File: src/design/spm_ram.sv
// spm_ram: generic simple dual port ram, one write and one registered read
// no dependencies
`default_nettype none

module spm_ram #(
  parameter int WIDTH = 8,
  parameter int DEPTH = 256
) (
  input  wire logic                     clk,
  input  wire logic                     we,
  input  wire logic [$clog2(DEPTH)-1:0] waddr,
  input  wire logic [WIDTH-1:0]         wdata,
  input  wire logic [$clog2(DEPTH)-1:0] raddr,
  output logic      [WIDTH-1:0]         rdata
);

  logic [WIDTH-1:0] mem [DEPTH];

  always_ff @(posedge clk) begin
    if (we) begin
      mem[waddr] <= wdata;
    end
    rdata <= mem[raddr];
  end

endmodule

`default_nettype wire

File: config.mk
export PLATFORM = sky130hd
export DESIGN_NAME = spm_ram
export DESIGN_NICKNAME = d
export VERILOG_FILES = /design/src/design/spm_ram.sv
export SDC_FILE = /design/constraint.sdc
export NUM_CORES = 2
export LEC_CHECK = 0
export ABC_CLOCK_PERIOD_IN_PS = 4700
export BUFFER_PORTS_ARGS = -buffer_cell sky130_fd_sc_hd__buf_4
export CORE_MARGIN = 5
export CORE_UTILIZATION = 55
export DETAILED_ROUTE_END_ITERATION = 8
export PLACE_DENSITY_LB_ADDON = 0.15
export SYNTH_ARGS = -nofsm -noshare
export SYNTH_HDL_FRONTEND = slang
export SYNTH_SLANG_ARGS = --single-unit
File: constraint.sdc
create_clock -name clk -period 4.7 [get_ports clk]
set_clock_uncertainty 0.15 [all_clocks]
set_input_delay 0.235 -clock clk [delete_from_list [all_inputs] [get_ports clk]]
set_output_delay 0.235 -clock clk [all_outputs]
set_load 0.1 [all_outputs]
Word-level counts from Yosys, hierarchy flattened
Memory sizes are Yosys's and may differ from the RTL's. A register that Yosys moved wholly into a read port is not among the register bits.
Cells that the tools add are included.
{"block": "word_totals", "regBits": 0, "ramBits": 2048, "in_bits": 26, "output_inout_bits": 8, "wordCells": 3, "mem_count": 1}
{"name": "mem", "words": 256, "width": 8, "read_ports": 1, "rd_ports_with_merged_regs": 1, "wr": 1, "line_no": "17", "text": "logic [WIDTH-1:0] mem [DEPTH];"}
{"block": "classes", "n_mux": 2}
{"op": "2-to-1 mux 1 bit", "n": 2}

Logic depth before layout (Yosys ltp)
{"block": "logic_depth", "ltp_word": 2, "mapped_depth": 11, "ltp_nobuf": 6}

Least setup slack after synthesis
Ideal clock, no wire load.
{"block": "synth_path", "kind": "input to register", "from": "in raddr[0]", "to": "reg rdata[2], read port of mem", "setup_time_ns": 0.131, "t_arrival_ns": 2.042, "required_time_ns": 4.419, "slack_ns": 2.377, "cell_stages": 9, "n_path_buf": 4, "cell_sequence": "buf_6 buf_12 buf_8 buf_2 mux4_2 a22oi_1 a21oi_1 nor4_1 nor4_2"}
{"item": "start: declaration", "line_no": "13", "text": "input wire logic [$clog2(DEPTH)-1:0] raddr,"}
{"item": "end: declaration", "line_no": "14", "text": "output logic [WIDTH-1:0] rdata"}

==> out/metrics.yaml <==
rsz0062_at_grt: "no"
end_kind: "flop"
postCtsSetupRepairBufs: 0
cts-root-buf: "clkbuf_16"
pwr_density_cell_nw_per_um2: 421
leakagePower_nw: 27.5
ys_types: 55
cts_hold_buf: 10
holdCritPathClass: "input port to flop"
ant_nets: 0
fin_util_pct: 61.8
cp-start-kind: "input port"
rows: 139
design.core.area_um2: 144000
nets: 3956
dp.cells: 5621
max_cap_viol_count: 1
drtIter0Drc: 4649
worstSetupPathType: "input port to flop"
grt.total_usage_pct: 25.7
hold_viol: 0
preCtsSetupSlack_ns: 0.594
tightestPinTransition_ns: 1.51
path_max_fanout: 71
final_cell_mix: "edfxtp_1, mux4_2, nor2_1"
arrival_ns: 3.93
synth_top_area_share_pct: 77.3
violations: "max-capacitance violations, max-slew violations"
synth_seq_cells: 2056
crit_family: "simple AND/OR/NAND/NOR gates"
synth_top_area_cell: "edfxtp_1"
power_mw: 37.4
synth_edf_count: 2048
grt_max_degree: 146
critPathSlowestCell: "nor4_1"
io_pins: 34
cp_cell_sequence: "buf_8, buf_4, or3b_2, o22ai_1, o21ai_0, nand3_1, nor4_1, nor4_2"
synth_area_leaders: "edfxtp_1, mux4_2, mux2i_1"
place_hpwl_mm: 120
cts_tree: "built"
antenna_found_initial: 8
post-route-min-period_ns: 3.45
grt_pass1_wl_mm: 281
setup_viol: 0
clk_pin_slew_ns: 0.06
clockBufferDepth: 3
fmax_ghz: 0.290
synth_warnings: 0
rr_startpoint: "mem[50][0]"
vias_per_cell: 6.51
drive_above_1_share_pct: 23.4
cts_made_buffers: 200
syn_inst: 3733
layout_commonest_cell: "edfxtp_1"
place_congestion: 0.851
die_h_um: 390
placed_area_um2: 82600
critPathLaunch: "raddr[1]"
ys.flop_type: "edfxtp_1"
grt.overflow.total: 0
post_cts_resized: 0
crit_required_ns: 5.18
min-delay-start: "waddr[3]"
drtPass1Iterations: 5
synthArstFlopShare_pct: 0
drv_slew: 2
vdd_ir_drop_max_mv: 0.393
syn_area_um2: 79600
clock-sinks: 2056
die_area_um2: 152000
die_w_um: 390
yosysSeqAreaShare_pct: 77.5
drt-total-wl_mm: 194
syn_to_final_growth_pct: 11.6
vias: 39021
start_util_pct: 55.4
io_buffers: 33
max-slew-margin-rel_pct: -1.52
drc: 0
stdcell_area_um2: 88800
grt_pass1_vias: 38790
critPathBufInv: 2
status: "finished with violations"
setup_slack_ns: 1.25
slowest_delay_ns: 1.30
synth_nets: 3759
clock_latency_ns: 0.82
wire_per_inst_um: 32.3
min_period_over_period_pct: 73.4
final_cells: 5996
cts_max_level: 4
avgSynthCellArea_um2: 21.3
[per-layer routing]
layer	vias to the layer above	global-route usage (%)	part of all wire (%)
li1	16090	-	-
met2	1827	40.4	48
met5	-	0	0.026
met1	20784	37.8	41
met4	8	6.66	2.5
met3	312	5.41	8.6
[cells in the mapped netlist, types with 22 or more instances]
master,n
o221ai_1,46
mux4_2,454
o22ai_1,28
nor2b_1,31
nand3_1,34
buf_2,31
buf_1,22
a22oi_1,133
a21oi_1,96
clkbuf_1,111
edfxtp_1,2048
mux2i_1,134
nand2_1,33
nor3_1,22
nor2_1,282
nor4_1,24
buf_4,27
[logic make-up after synthesis]
group                  share of synthesized area (%)
AO/OA/AOI/OAI                                   3.42
buffers and inverters                           1.83
flip-flops                                      77.5
multiplexers                                    14.6
AND/OR/NAND/NOR                                 2.63
[tightest hold or removal path: stages]
cell and delay, ns:
buf_4 0.16, nand4_1 0.33, nor2_1 0.13
[worst paths after layout]
path	end	slack, ns	cells past startpoint
hold / removal	mem[46][6]	0.07	3
setup / recovery	rdata[0]	1.25	8
setup reg to reg	rdata[0]	1.73	5
hold reg to reg	rdata[6]	0.86	6
[sequential cells by signal, indices dropped and copies added, names as in the netlist]
register	cells
mem	2048
rdata	8
[through the flow]
stage | hold WS, ns | setup TNS [ns]
after floorplan | 0.184 | 0
after global routing | 0.0534 | 0
after CTS | 0.00643 | 0
final | 0.0704 | 0
after detailed placement | 0.605 | 0
after global placement | 0.590 | -0.0264
[area by class of cell]
type,instances,area (um^2)
fill,10031,54900
multi-input combinational,1442,16500
inverter,2,7.51
tap,1903,2380
timing repair buffer,228,2070
clock inverter,110,833
clock buffer,251,5280
sequential,2056,61700
antenna,4,10.0
[where the power goes]
part           leakage, nW  switching, mW  internal (mW)  total, mW
Combinational         6.04           1.30          0.650       1.95
Clock                 2.99           6.64           8.52       15.2
Sequential            18.5         0.0356           20.2       20.3
Total                 27.5           7.97           29.4       37.4
(Power assumes the default switching activity.)
